**src/design/lgc_pkg.sv**
```systemverilog
// ----------------------------------------------------------------------------
// lgc_pkg: shared types and constants of the glyph cache tag engine
// Holds field widths, status codes, the sequencer state type and the
// structs that pass between the slot store, the compare unit and the top.
// ----------------------------------------------------------------------------
package lgc_pkg;

  // Default sizes of the cache and of the glyph backing store.
  localparam int unsigned SlotsDefault      = 64;
  localparam int unsigned GlyphCountDefault = 24192;
  localparam int unsigned GlyphBytesDefault = 98;

  // Fixed field widths.
  localparam int unsigned TAG_W      = 16;
  localparam int unsigned TS_W       = 32;
  localparam int unsigned STATUS_W   = 2;
  localparam int unsigned SLOT_OUT_W = 6;
  localparam int unsigned OFF_W      = 22;

  // Result status codes.
  localparam logic [STATUS_W-1:0] STAT_HIT    = 2'd0;
  localparam logic [STATUS_W-1:0] STAT_MISS   = 2'd1;
  localparam logic [STATUS_W-1:0] STAT_REJECT = 2'd2;
  localparam logic [STATUS_W-1:0] STAT_FLUSH  = 2'd3;

  // Request type codes.
  localparam logic REQ_LOOKUP = 1'b0;
  localparam logic REQ_FLUSH  = 1'b1;

  // Sequencer states.
  typedef enum logic [1:0] {
    ST_IDLE,
    ST_SCAN,
    ST_FILL,
    ST_RESP
  } lgc_state_e;

  // One slot as seen by the compare unit.
  typedef struct packed {
    logic            valid;
    logic [TAG_W-1:0] tag;
    logic [TS_W-1:0]  ts;
  } lgc_rd_t;

  // One write into the slot store.
  typedef struct packed {
    logic             tag_we;
    logic             ts_we;
    logic [TAG_W-1:0] tag;
    logic [TS_W-1:0]  ts;
  } lgc_wr_t;

endpackage

```
**src/design/lgc_slot_store.sv**
```systemverilog
// ----------------------------------------------------------------------------
// lgc_slot_store: tag and timestamp storage of the glyph cache
// Tags and timestamps sit in memories with one write port and one registered
// read port. Valid and stale bits are flip-flops, so a flush and a clock wrap
// take effect on every slot at once.
// ----------------------------------------------------------------------------
module lgc_slot_store #(
  parameter int unsigned Slots = lgc_pkg::SlotsDefault,
  localparam int unsigned SlotW = $clog2(Slots)
) (
  input  logic             clk_i,
  input  logic             rst_ni,
  input  logic [SlotW-1:0] rd_addr_i,
  output lgc_pkg::lgc_rd_t rd_o,
  input  logic [SlotW-1:0] wr_addr_i,
  input  lgc_pkg::lgc_wr_t wr_i,
  input  logic             flush_i,
  input  logic             wrap_i
);

  logic [lgc_pkg::TAG_W-1:0] tag_mem [Slots];
  logic [lgc_pkg::TS_W-1:0]  ts_mem  [Slots];
  logic [Slots-1:0]          valid_q;
  logic [Slots-1:0]          stale_q;
  logic [lgc_pkg::TAG_W-1:0] tag_rd_q;
  logic [lgc_pkg::TS_W-1:0]  ts_rd_q;
  logic [SlotW-1:0]          rd_addr_q;

  // Memory write port.
  always_ff @(posedge clk_i) begin
    if (wr_i.tag_we) begin
      tag_mem[wr_addr_i] <= wr_i.tag;
    end
    if (wr_i.ts_we) begin
      ts_mem[wr_addr_i] <= wr_i.ts;
    end
  end

  // Registered read port.
  always_ff @(posedge clk_i) begin
    tag_rd_q  <= tag_mem[rd_addr_i];
    ts_rd_q   <= ts_mem[rd_addr_i];
    rd_addr_q <= rd_addr_i;
  end

  // Valid bits: a fill sets one, a flush clears all.
  // Stale bits: a wrap marks every timestamp as zero until it is rewritten.
  always_ff @(posedge clk_i or negedge rst_ni) begin
    if (!rst_ni) begin
      valid_q <= '0;
      stale_q <= '0;
    end else begin
      if (flush_i) begin
        valid_q <= '0;
      end else if (wr_i.tag_we) begin
        valid_q[wr_addr_i] <= 1'b1;
      end
      if (wrap_i) begin
        stale_q <= '1;
      end else if (wr_i.ts_we) begin
        stale_q[wr_addr_i] <= 1'b0;
      end
    end
  end

  // A stale timestamp reads as zero.
  always_comb begin
    rd_o.valid = valid_q[rd_addr_q];
    rd_o.tag   = tag_rd_q;
    rd_o.ts    = stale_q[rd_addr_q] ? '0 : ts_rd_q;
  end

endmodule

```
**src/design/lgc_victim_sel.sv**
```systemverilog
// ----------------------------------------------------------------------------
// lgc_victim_sel: shared compare unit of the slot scan
// Checks one slot a cycle while stepped for a tag hit, tracks the first empty
// slot and the valid slot with the smallest timestamp, lowest index on ties.
// ----------------------------------------------------------------------------
module lgc_victim_sel #(
  parameter int unsigned Slots = lgc_pkg::SlotsDefault,
  localparam int unsigned SlotW = $clog2(Slots)
) (
  input  logic                      clk_i,
  input  logic                      rst_ni,
  input  logic                      clear_i,
  input  logic                      step_i,
  input  logic [SlotW-1:0]          idx_i,
  input  lgc_pkg::lgc_rd_t          rd_i,
  input  logic [lgc_pkg::TAG_W-1:0] code_i,
  output logic                      hit_o,
  output logic [SlotW-1:0]          victim_o
);

  logic                     have_empty_q;
  logic [SlotW-1:0]         empty_idx_q;
  logic                     have_old_q;
  logic [lgc_pkg::TS_W-1:0] old_ts_q;
  logic [SlotW-1:0]         old_idx_q;

  // Tag match on the slot under test.
  assign hit_o = step_i && rd_i.valid && (rd_i.tag == code_i);

  // An empty slot beats the oldest valid one.
  assign victim_o = have_empty_q ? empty_idx_q : old_idx_q;

  // Candidate tracking; strict compare keeps the lowest index on ties.
  always_ff @(posedge clk_i or negedge rst_ni) begin
    if (!rst_ni) begin
      have_empty_q <= 1'b0;
      have_old_q   <= 1'b0;
    end else if (clear_i) begin
      have_empty_q <= 1'b0;
      have_old_q   <= 1'b0;
    end else if (step_i && !hit_o) begin
      if (!rd_i.valid) begin
        if (!have_empty_q) begin
          have_empty_q <= 1'b1;
        end
      end else if (!have_old_q || (rd_i.ts < old_ts_q)) begin
        have_old_q <= 1'b1;
      end
    end
  end

  always_ff @(posedge clk_i) begin
    if (step_i && !hit_o && !clear_i) begin
      if (!rd_i.valid) begin
        if (!have_empty_q) begin
          empty_idx_q <= idx_i;
        end
      end else if (!have_old_q || (rd_i.ts < old_ts_q)) begin
        old_ts_q  <= rd_i.ts;
        old_idx_q <= idx_i;
      end
    end
  end

endmodule

```
**src/design/lru_glyph_cache_tags.sv**
```systemverilog
// Lookup: the scan reads one slot a cycle through the single tag/timestamp
// memory read port; a hit ends the scan, a miss scans every slot and then
// fills the victim. Flush and rejected lookups go straight to the response.
// One item is in work at a time; the next is taken in the cycle after the word
// is loaded into the output register.
// Reset clears valid bits, the use clock and font_ready at once, no clear pass.
// ----------------------------------------------------------------------------
// lru_glyph_cache_tags: tag and LRU replacement engine of a glyph cache
// Fully associative cache with timestamp LRU. A sequencer drives a slot scan
// through one shared compare unit and on a miss fills the chosen victim slot.
// ----------------------------------------------------------------------------
module lru_glyph_cache_tags #(
  parameter int unsigned SLOTS       = lgc_pkg::SlotsDefault,
  parameter int unsigned GLYPH_COUNT = lgc_pkg::GlyphCountDefault,
  parameter int unsigned GLYPH_BYTES = lgc_pkg::GlyphBytesDefault
) (
  input  logic                           clk_i,
  input  logic                           rst_ni,
  // Configuration write channel.
  input  logic                           cfg_valid_i,
  output logic                           cfg_ready_o,
  input  logic                           cfg_font_ready_i,
  // Request channel.
  input  logic                           in_valid_i,
  output logic                           in_ready_o,
  input  logic                           req_type_i,
  input  logic [lgc_pkg::TAG_W-1:0]      glyph_code_i,
  // Result channel.
  output logic                           out_valid_o,
  input  logic                           out_ready_i,
  output logic [lgc_pkg::STATUS_W-1:0]   status_o,
  output logic [lgc_pkg::SLOT_OUT_W-1:0] slot_o,
  output logic [lgc_pkg::OFF_W-1:0]      fetch_offset_o
);

  localparam int unsigned SlotW  = $clog2(SLOTS);
  localparam int unsigned BytesW = $clog2(GLYPH_BYTES + 1);
  localparam int unsigned ProdW  = lgc_pkg::TAG_W + BytesW;
  localparam logic [SlotW-1:0] LastSlot = SlotW'(SLOTS - 1);

  lgc_pkg::lgc_state_e state_q, state_d;

  logic                           font_ready_q;
  logic [lgc_pkg::TS_W-1:0]       use_clock_q, use_clock_d;
  logic [lgc_pkg::TS_W-1:0]       tick_inc;
  logic [lgc_pkg::TAG_W-1:0]      code_q, code_d;
  logic [SlotW-1:0]               rd_idx_q, rd_idx_d;
  logic [SlotW-1:0]               cmp_idx_q, cmp_idx_d;
  logic                           cmp_vld_q, cmp_vld_d;
  logic                           issue_q, issue_d;
  logic [lgc_pkg::STATUS_W-1:0]   res_status_q, res_status_d;
  logic [lgc_pkg::SLOT_OUT_W-1:0] res_slot_q, res_slot_d;
  logic [lgc_pkg::OFF_W-1:0]      res_off_q, res_off_d;
  logic                           out_valid_q;
  logic [lgc_pkg::STATUS_W-1:0]   out_status_q;
  logic [lgc_pkg::SLOT_OUT_W-1:0] out_slot_q;
  logic [lgc_pkg::OFF_W-1:0]      out_off_q;
  logic                           out_load;
  logic                           flush;
  logic                           wrap;
  logic                           sel_clear;
  logic                           hit;
  logic [SlotW-1:0]               victim;
  logic [SlotW-1:0]               wr_addr;
  logic [ProdW-1:0]               prod;
  lgc_pkg::lgc_wr_t               wr;
  lgc_pkg::lgc_rd_t               rd;

  // Slot storage.
  lgc_slot_store #(
    .Slots(SLOTS)
  ) u_store (
    .clk_i    (clk_i),
    .rst_ni   (rst_ni),
    .rd_addr_i(rd_idx_q),
    .rd_o     (rd),
    .wr_addr_i(wr_addr),
    .wr_i     (wr),
    .flush_i  (flush),
    .wrap_i   (wrap)
  );

  // Shared compare unit.
  lgc_victim_sel #(
    .Slots(SLOTS)
  ) u_sel (
    .clk_i   (clk_i),
    .rst_ni  (rst_ni),
    .clear_i (sel_clear),
    .step_i  (cmp_vld_q),
    .idx_i   (cmp_idx_q),
    .rd_i    (rd),
    .code_i  (code_q),
    .hit_o   (hit),
    .victim_o(victim)
  );

  // Byte offset of the glyph in the backing store.
  assign prod     = ProdW'(code_q) * ProdW'(GLYPH_BYTES);
  assign tick_inc = use_clock_q + 1'b1;

  // Configuration register is always writable.
  assign cfg_ready_o = 1'b1;

  // Sequencer next state and controls.
  always_comb begin
    state_d      = state_q;
    use_clock_d  = use_clock_q;
    code_d       = code_q;
    rd_idx_d     = rd_idx_q;
    cmp_idx_d    = cmp_idx_q;
    cmp_vld_d    = 1'b0;
    issue_d      = issue_q;
    res_status_d = res_status_q;
    res_slot_d   = res_slot_q;
    res_off_d    = res_off_q;
    in_ready_o   = 1'b0;
    out_load     = 1'b0;
    flush        = 1'b0;
    wrap         = 1'b0;
    sel_clear    = 1'b0;
    wr_addr      = cmp_idx_q;
    wr           = '0;
    wr.tag       = code_q;
    wr.ts        = use_clock_q;
    case (state_q)
      lgc_pkg::ST_IDLE: begin
        in_ready_o = 1'b1;
        if (in_valid_i) begin
          res_slot_d = '0;
          res_off_d  = '0;
          if (req_type_i == lgc_pkg::REQ_FLUSH) begin
            flush        = 1'b1;
            use_clock_d  = '0;
            res_status_d = lgc_pkg::STAT_FLUSH;
            state_d      = lgc_pkg::ST_RESP;
          end else if (!font_ready_q ||
                       (glyph_code_i >= lgc_pkg::TAG_W'(GLYPH_COUNT))) begin
            res_status_d = lgc_pkg::STAT_REJECT;
            state_d      = lgc_pkg::ST_RESP;
          end else begin
            if (tick_inc == '0) begin
              wrap        = 1'b1;
              use_clock_d = lgc_pkg::TS_W'(1);
            end else begin
              use_clock_d = tick_inc;
            end
            code_d    = glyph_code_i;
            sel_clear = 1'b1;
            rd_idx_d  = '0;
            issue_d   = 1'b1;
            state_d   = lgc_pkg::ST_SCAN;
          end
        end
      end
      lgc_pkg::ST_SCAN: begin
        // Issue one read a cycle; compare the slot read in the previous cycle.
        if (issue_q) begin
          cmp_idx_d = rd_idx_q;
          cmp_vld_d = 1'b1;
          if (rd_idx_q == LastSlot) begin
            issue_d = 1'b0;
          end else begin
            rd_idx_d = rd_idx_q + 1'b1;
          end
        end
        if (hit) begin
          wr.ts_we     = 1'b1;
          cmp_vld_d    = 1'b0;
          issue_d      = 1'b0;
          res_status_d = lgc_pkg::STAT_HIT;
          res_slot_d   = lgc_pkg::SLOT_OUT_W'(cmp_idx_q);
          state_d      = lgc_pkg::ST_RESP;
        end else if (cmp_vld_q && (cmp_idx_q == LastSlot)) begin
          state_d = lgc_pkg::ST_FILL;
        end
      end
      lgc_pkg::ST_FILL: begin
        // Take the victim slot for the new code.
        wr_addr      = victim;
        wr.tag_we    = 1'b1;
        wr.ts_we     = 1'b1;
        res_status_d = lgc_pkg::STAT_MISS;
        res_slot_d   = lgc_pkg::SLOT_OUT_W'(victim);
        res_off_d    = lgc_pkg::OFF_W'(prod);
        state_d      = lgc_pkg::ST_RESP;
      end
      lgc_pkg::ST_RESP: begin
        // Hand the result word to the output register once it is free.
        if (!out_valid_q || out_ready_i) begin
          out_load = 1'b1;
          state_d  = lgc_pkg::ST_IDLE;
        end
      end
      default: begin
        state_d = lgc_pkg::ST_IDLE;
      end
    endcase
  end

  // Control registers.
  always_ff @(posedge clk_i or negedge rst_ni) begin
    if (!rst_ni) begin
      state_q      <= lgc_pkg::ST_IDLE;
      font_ready_q <= 1'b0;
      use_clock_q  <= '0;
      issue_q      <= 1'b0;
      cmp_vld_q    <= 1'b0;
      out_valid_q  <= 1'b0;
    end else begin
      state_q     <= state_d;
      use_clock_q <= use_clock_d;
      issue_q     <= issue_d;
      cmp_vld_q   <= cmp_vld_d;
      if (cfg_valid_i) begin
        font_ready_q <= cfg_font_ready_i;
      end
      if (out_load) begin
        out_valid_q <= 1'b1;
      end else if (out_ready_i) begin
        out_valid_q <= 1'b0;
      end
    end
  end

  // Payload registers.
  always_ff @(posedge clk_i) begin
    code_q       <= code_d;
    rd_idx_q     <= rd_idx_d;
    cmp_idx_q    <= cmp_idx_d;
    res_status_q <= res_status_d;
    res_slot_q   <= res_slot_d;
    res_off_q    <= res_off_d;
    if (out_load) begin
      out_status_q <= res_status_q;
      out_slot_q   <= res_slot_q;
      out_off_q    <= res_off_q;
    end
  end

  assign out_valid_o    = out_valid_q;
  assign status_o       = out_status_q;
  assign slot_o         = out_slot_q;
  assign fetch_offset_o = out_off_q;

  // A scan always runs with a nonzero use clock, also right after a wrap.
  a_clock_nonzero : assert property (@(posedge clk_i) disable iff (!rst_ni)
    (state_q == lgc_pkg::ST_SCAN) |-> (use_clock_q != '0))
    else $error("use clock is zero during a scan");

  // The fill step is only reached from a complete scan without a hit.
  a_fill_after_scan : assert property (@(posedge clk_i) disable iff (!rst_ni)
    (state_q == lgc_pkg::ST_FILL) |-> ($past(state_q) == lgc_pkg::ST_SCAN))
    else $error("fill entered without a scan");

  // Rejected and flush words carry no slot and no offset.
  a_empty_fields : assert property (@(posedge clk_i) disable iff (!rst_ni)
    (out_valid_q && (out_status_q == lgc_pkg::STAT_REJECT ||
                     out_status_q == lgc_pkg::STAT_FLUSH))
    |-> (out_slot_q == '0 && out_off_q == '0))
    else $error("reject or flush word with nonzero fields");

  // A hit word never carries a fetch offset.
  a_hit_no_offset : assert property (@(posedge clk_i) disable iff (!rst_ni)
    (out_valid_q && out_status_q == lgc_pkg::STAT_HIT) |-> (out_off_q == '0))
    else $error("hit word with a fetch offset");

endmodule
```
**config.mk**
```make
export PLATFORM = sky130hd
export DESIGN_NAME = lru_glyph_cache_tags
export DESIGN_NICKNAME = d
export VERILOG_FILES = /design/src/design/lgc_pkg.sv /design/src/design/lgc_slot_store.sv /design/src/design/lgc_victim_sel.sv /design/src/design/lru_glyph_cache_tags.sv
export SDC_FILE = /design/constraint.sdc
export NUM_CORES = 2
export LEC_CHECK = 0
export BUFFER_PORTS_ARGS = -buffer_cell sky130_fd_sc_hd__clkbuf_2
export CORE_ASPECT_RATIO = 0.8
export CORE_UTILIZATION = 55
export CTS_CLUSTER_SIZE = 30
export DETAILED_ROUTE_END_ITERATION = 6
export PLACE_DENSITY = 0.81
export SYNTH_ARGS = -nofsm -noshare
export SYNTH_HDL_FRONTEND = slang
export SYNTH_SLANG_ARGS = --single-unit
```
**constraint.sdc**
```tcl
create_clock -name clk_i -period 7.2 [get_ports clk_i]
set_input_delay 0 -clock clk_i [delete_from_list [all_inputs] [get_ports clk_i]]
set_output_delay 0 -clock clk_i [all_outputs]
set_load 0.02 [all_outputs]
```
==> reports/results.tsv <==
metric	value	unit
Max IR drop VDD	0.333	mV
Total GRT Usage	29.1	%
WHS Path Cells	4	
die area	0.244	mm^2
H-Tree Depth	5	
final hold violation count	0	
wire length per cell	36.7	um
DP Wirelength	184000	um
Post-synth top flop	edfxtp_1	
fin crit period	5.88	ns
Gate power share	20.7	%
Critical Path Max Stage Delay	0.93	ns
hold path endpoint	res_status_q[0]$_DFFE_PP_	
CP top delay family	compound AO/OA/AOI/OAI gates	
Post-synth EDFFs	3202	
Final Util	62.1	%
CP startpoint kind	flip-flop	
Detailed Route WL	355000	um
final setup fails	0	
initial antenna violation count	32	
Power per Cell Area	343	mW/mm^2
clk_skew	0.0871	ns
most frequent cells in the layout	edfxtp_1 (3,202), mux4_2 (1,036), clkbuf_16 (341), buf_4 (203)	
Sink Count	3424	
total number of vias	67600	
Area growth, synth to finish	12.3	%
worst r2r dst	u_sel.old_ts_q[11]$_DFFE_PP_	
Cell Chain, Critical Path	mux4_2 -> mux2i_1 -> o22ai_1 -> a2111oi_0 -> a21oi_4 -> buf_4 -> nor2b_1 -> ha_1 -> a21o_1 -> a21o_1 -> a21oi_1 -> o211ai_1 -> o21ai_0 -> nand4_1 -> a31oi_4 -> buf_12	
Sw Share	27.9	%
flops & latches, synth	3424	
Max Cap Viol	0	
DRC	2	
Die Span Y	442	um
sequential fraction of the synthesis area	76.2	%
slowest stage cell, crit path	dfxtp_2	
first-pass GRT wire length	499000	um
Clock Latency Late Sink	0.95	ns
total gr overflow	0	
Crit Path Category	flip-flop to flip-flop	
unrepaired setup endpoints after global routing	false	
cell depth of the worst flop-to-flop path	16	
RR Startpoint	u_store.rd_addr_q[0]$_DFF_P_	
clk buf depth	4	
# port buffers	53	
cts hold-fix bufs	44	
ratio of cells with drive above 1 in the final layout	29.9	%
vias in the first global route	68200	
YS warnings	0	
status	finished with violations	
Buffers & Inverters on Critical Path	2	
Starting DRT DRC Count	11500	
Pleak	0.0470	uW
Worst slew margin	4.88	%
HP Class	input port to flip-flop	
postcts setup bufs	0	
crit path capture type	flip-flop	
via/cell ratio	6.99	
initial core utilization	55.3	%
syn_area_per_cell	22.6	um^2
Int Power	37000	uW
Worst-path clk slew	0.06	ns
# IOs	56	
row cnt	161	
failing checks	design-rule violations	
Worst Tran Pin Value	1.42	ns
Final GP Congestion	0.879	
fin. max-slew vios	0	
setup TNS	0	ns
commonest non-fill, non-tap cell in the layout	edfxtp_1	
crit share post-route	81.7	%
Synth Cell Area	0.133	mm^2
drt pass-1 iters	7	
Num CTS Buffers	333	
fin nets	6362	
Flop pwr share	45.7	%
post-route ant nets	0	
CTS root buffer	clkbuf_16	
Clock power frac	33.5	%
crit path max fanout	27	
FFs w/ async S/R, synth	4.91	%
TritonCTS clock tree	built	
Fmax	170	MHz
pin count of the biggest net entering global routing	151	
Core Box Area	0.241	mm^2
Syn Inst Count	5900	
syn_nets	6022	
Fillers	15000	
Crit path required time	7.83	ns
most used cell, CP	a21o_1	
Post-CTS Resized	0	
Worst EP arrival	6.51	ns
Die W	552	um
Net Sw Power	14300	uW
post-synthesis cell type count	73	
hold path startpoint	req_type_i	
reg2reg setup slack	1.32	ns
[kinds of logic after synthesis]
kind of cell / count (synthesis) / share of synthesized area [%]
multiplexers: 1062 / 17.8
XOR/XNOR: 44 / 0.289
buffers and inverters: 412 / 1.30
adder cells (fa/ha/maj): 99 / 0.992
AND/OR/NAND/NOR: 532 / 1.87
AO/OA/AOI/OAI: 325 / 1.59
flip-flops: 3424 / 76.2
other: 2 / 0.00564
[worst register-to-register path: stages, from the launching register on]
cell       delay, ns
dfxtp_2         0.93
mux4_2          0.63
mux2i_1         0.18
o22ai_1         0.09
a2111oi_0       0.75
a21oi_4         0.23
buf_4           0.30
nor2b_1         0.18
ha_1            0.27
a21o_1          0.16
a21o_1          0.17
a21oi_1         0.23
o211ai_1        0.13
o21ai_0         0.23
nand4_1         0.20
a31oi_4         0.63
buf_12          0.27
[final cells by class]
| cell class | instances | area (um^2) | area share, % |
|---|---|---|---|
| sequential | 3424 | 101000 | 67.9 |
| multi-input combinational | 2064 | 30600 | 20.5 |
| clock buffer | 426 | 9000 | 6.02 |
| tap | 3178 | 3980 | 2.66 |
| timing repair buffer | 318 | 2610 | 1.75 |
| clock inverter | 149 | 1470 | 0.986 |
| inverter | 99 | 372 | 0.248 |
| antenna | 10 | 25.0 | 0.0167 |
[cell usage after synthesis, types with 5 or more instances]
master	number	area, um^2
nand2_1	139	522
nand4_1	23	144
o31ai_1	8	60.1
o22ai_1	5	31.3
edfxtp_1	3202	96200
xnor2_1	24	210
and3_1	20	125
o21ai_0	123	616
inv_1	99	372
mux2i_1	10	100
buf_6	11	124
nor3_1	28	140
nor4_1	10	62.6
buf_4	8	60.1
clkbuf_1	187	702
a22oi_1	7	52.6
ha_1	88	1100
buf_1	61	229
and2_1	23	144
a211oi_1	7	52.6
nor2b_1	45	282
nand3_1	31	155
a21o_1	15	113
o21ai_1	13	65.1
o21a_1	66	495
buf_2	43	215
a21oi_1	29	145
nor2_1	182	683
dfrtp_1	168	4200
or2_2	5	31.3
a31oi_1	10	62.6
mux2_2	13	146
mux4_2	1036	23300
fa_1	11	220
o211ai_2	5	62.6
a21boi_0	5	37.5
xor2_1	20	175
dfxtp_1	54	1080
[registers in the layout, summed over array words and instances, names as in the netlist, 21 cells and up]
| register | cells |
|---|---|
| u_sel.old_ts_q | 32 |
| res_off_q | 21 |
| u_store.ts_rd_q | 32 |
| use_clock_q | 32 |
| u_store.stale_q | 64 |
| u_store.tag_mem | 1024 |
| u_store.ts_mem | 2048 |
| fetch_offset_o | 21 |
| u_store.valid_q | 64 |
[routing by layer]
| metal | vias up | wire [um] | GRT usage [%] |
|---|---|---|---|
| met5 | - | 146 | 0 |
| met4 | 20 | 15300 | 11.4 |
| met3 | 973 | 47900 | 8.20 |
| met2 | 5812 | 168000 | 45.3 |
| met1 | 35400 | 123000 | 39.4 |
| li1 | 25400 | - | - |
[power groups by stage]
stage | Combinational, uW | Clock (uW) | Sequential [uW]
global placement | 10100 | 0 | 23700
finish | 10600 | 17200 | 23400
CTS | 10500 | 17300 | 23400
floorplan | 6600 | 0 | 23600
global route | 11000 | 18000 | 23500
detailed placement | 10300 | 0 | 23800
[metrics by stage]
step                      std cells  total power (uW)  setup WS [ns]  instance area [um^2]  hold WS (ns)
after CTS                      9657             51200           1.36                150000         0.143
after detailed placement       9038             34100           1.44                139000         0.108
after global routing           9658             52500           1.02                150000         0.169
final                          9668             51300           1.32                150000         0.192
after global placement         9038             33800           1.38                139000        0.0973
after floorplan                5900             30200           1.18                133000        -0.296
[worst max-delay path by stage]
stage               slack, ns  cells after the start                         start                           end
floorplan                1.18                     16  u_store.rd_addr_q[0]$_DFF_P_  u_sel.old_idx_q[0]$_DFFE_PP_
global placement         1.38                     17  u_store.rd_addr_q[0]$_DFF_P_  u_sel.old_idx_q[0]$_DFFE_PP_
detailed placement       1.44                     16  u_store.rd_addr_q[0]$_DFF_P_  u_sel.old_idx_q[0]$_DFFE_PP_
CTS                      1.36                     17  u_store.rd_addr_q[0]$_DFF_P_  u_sel.old_ts_q[11]$_DFFE_PP_
global route             1.02                     17  u_store.rd_addr_q[0]$_DFF_P_  u_sel.old_ts_q[11]$_DFFE_PP_
finish                   1.32                     16  u_store.rd_addr_q[0]$_DFF_P_  u_sel.old_ts_q[11]$_DFFE_PP_
No activity file was read; power rests on OpenSTA's default activity.
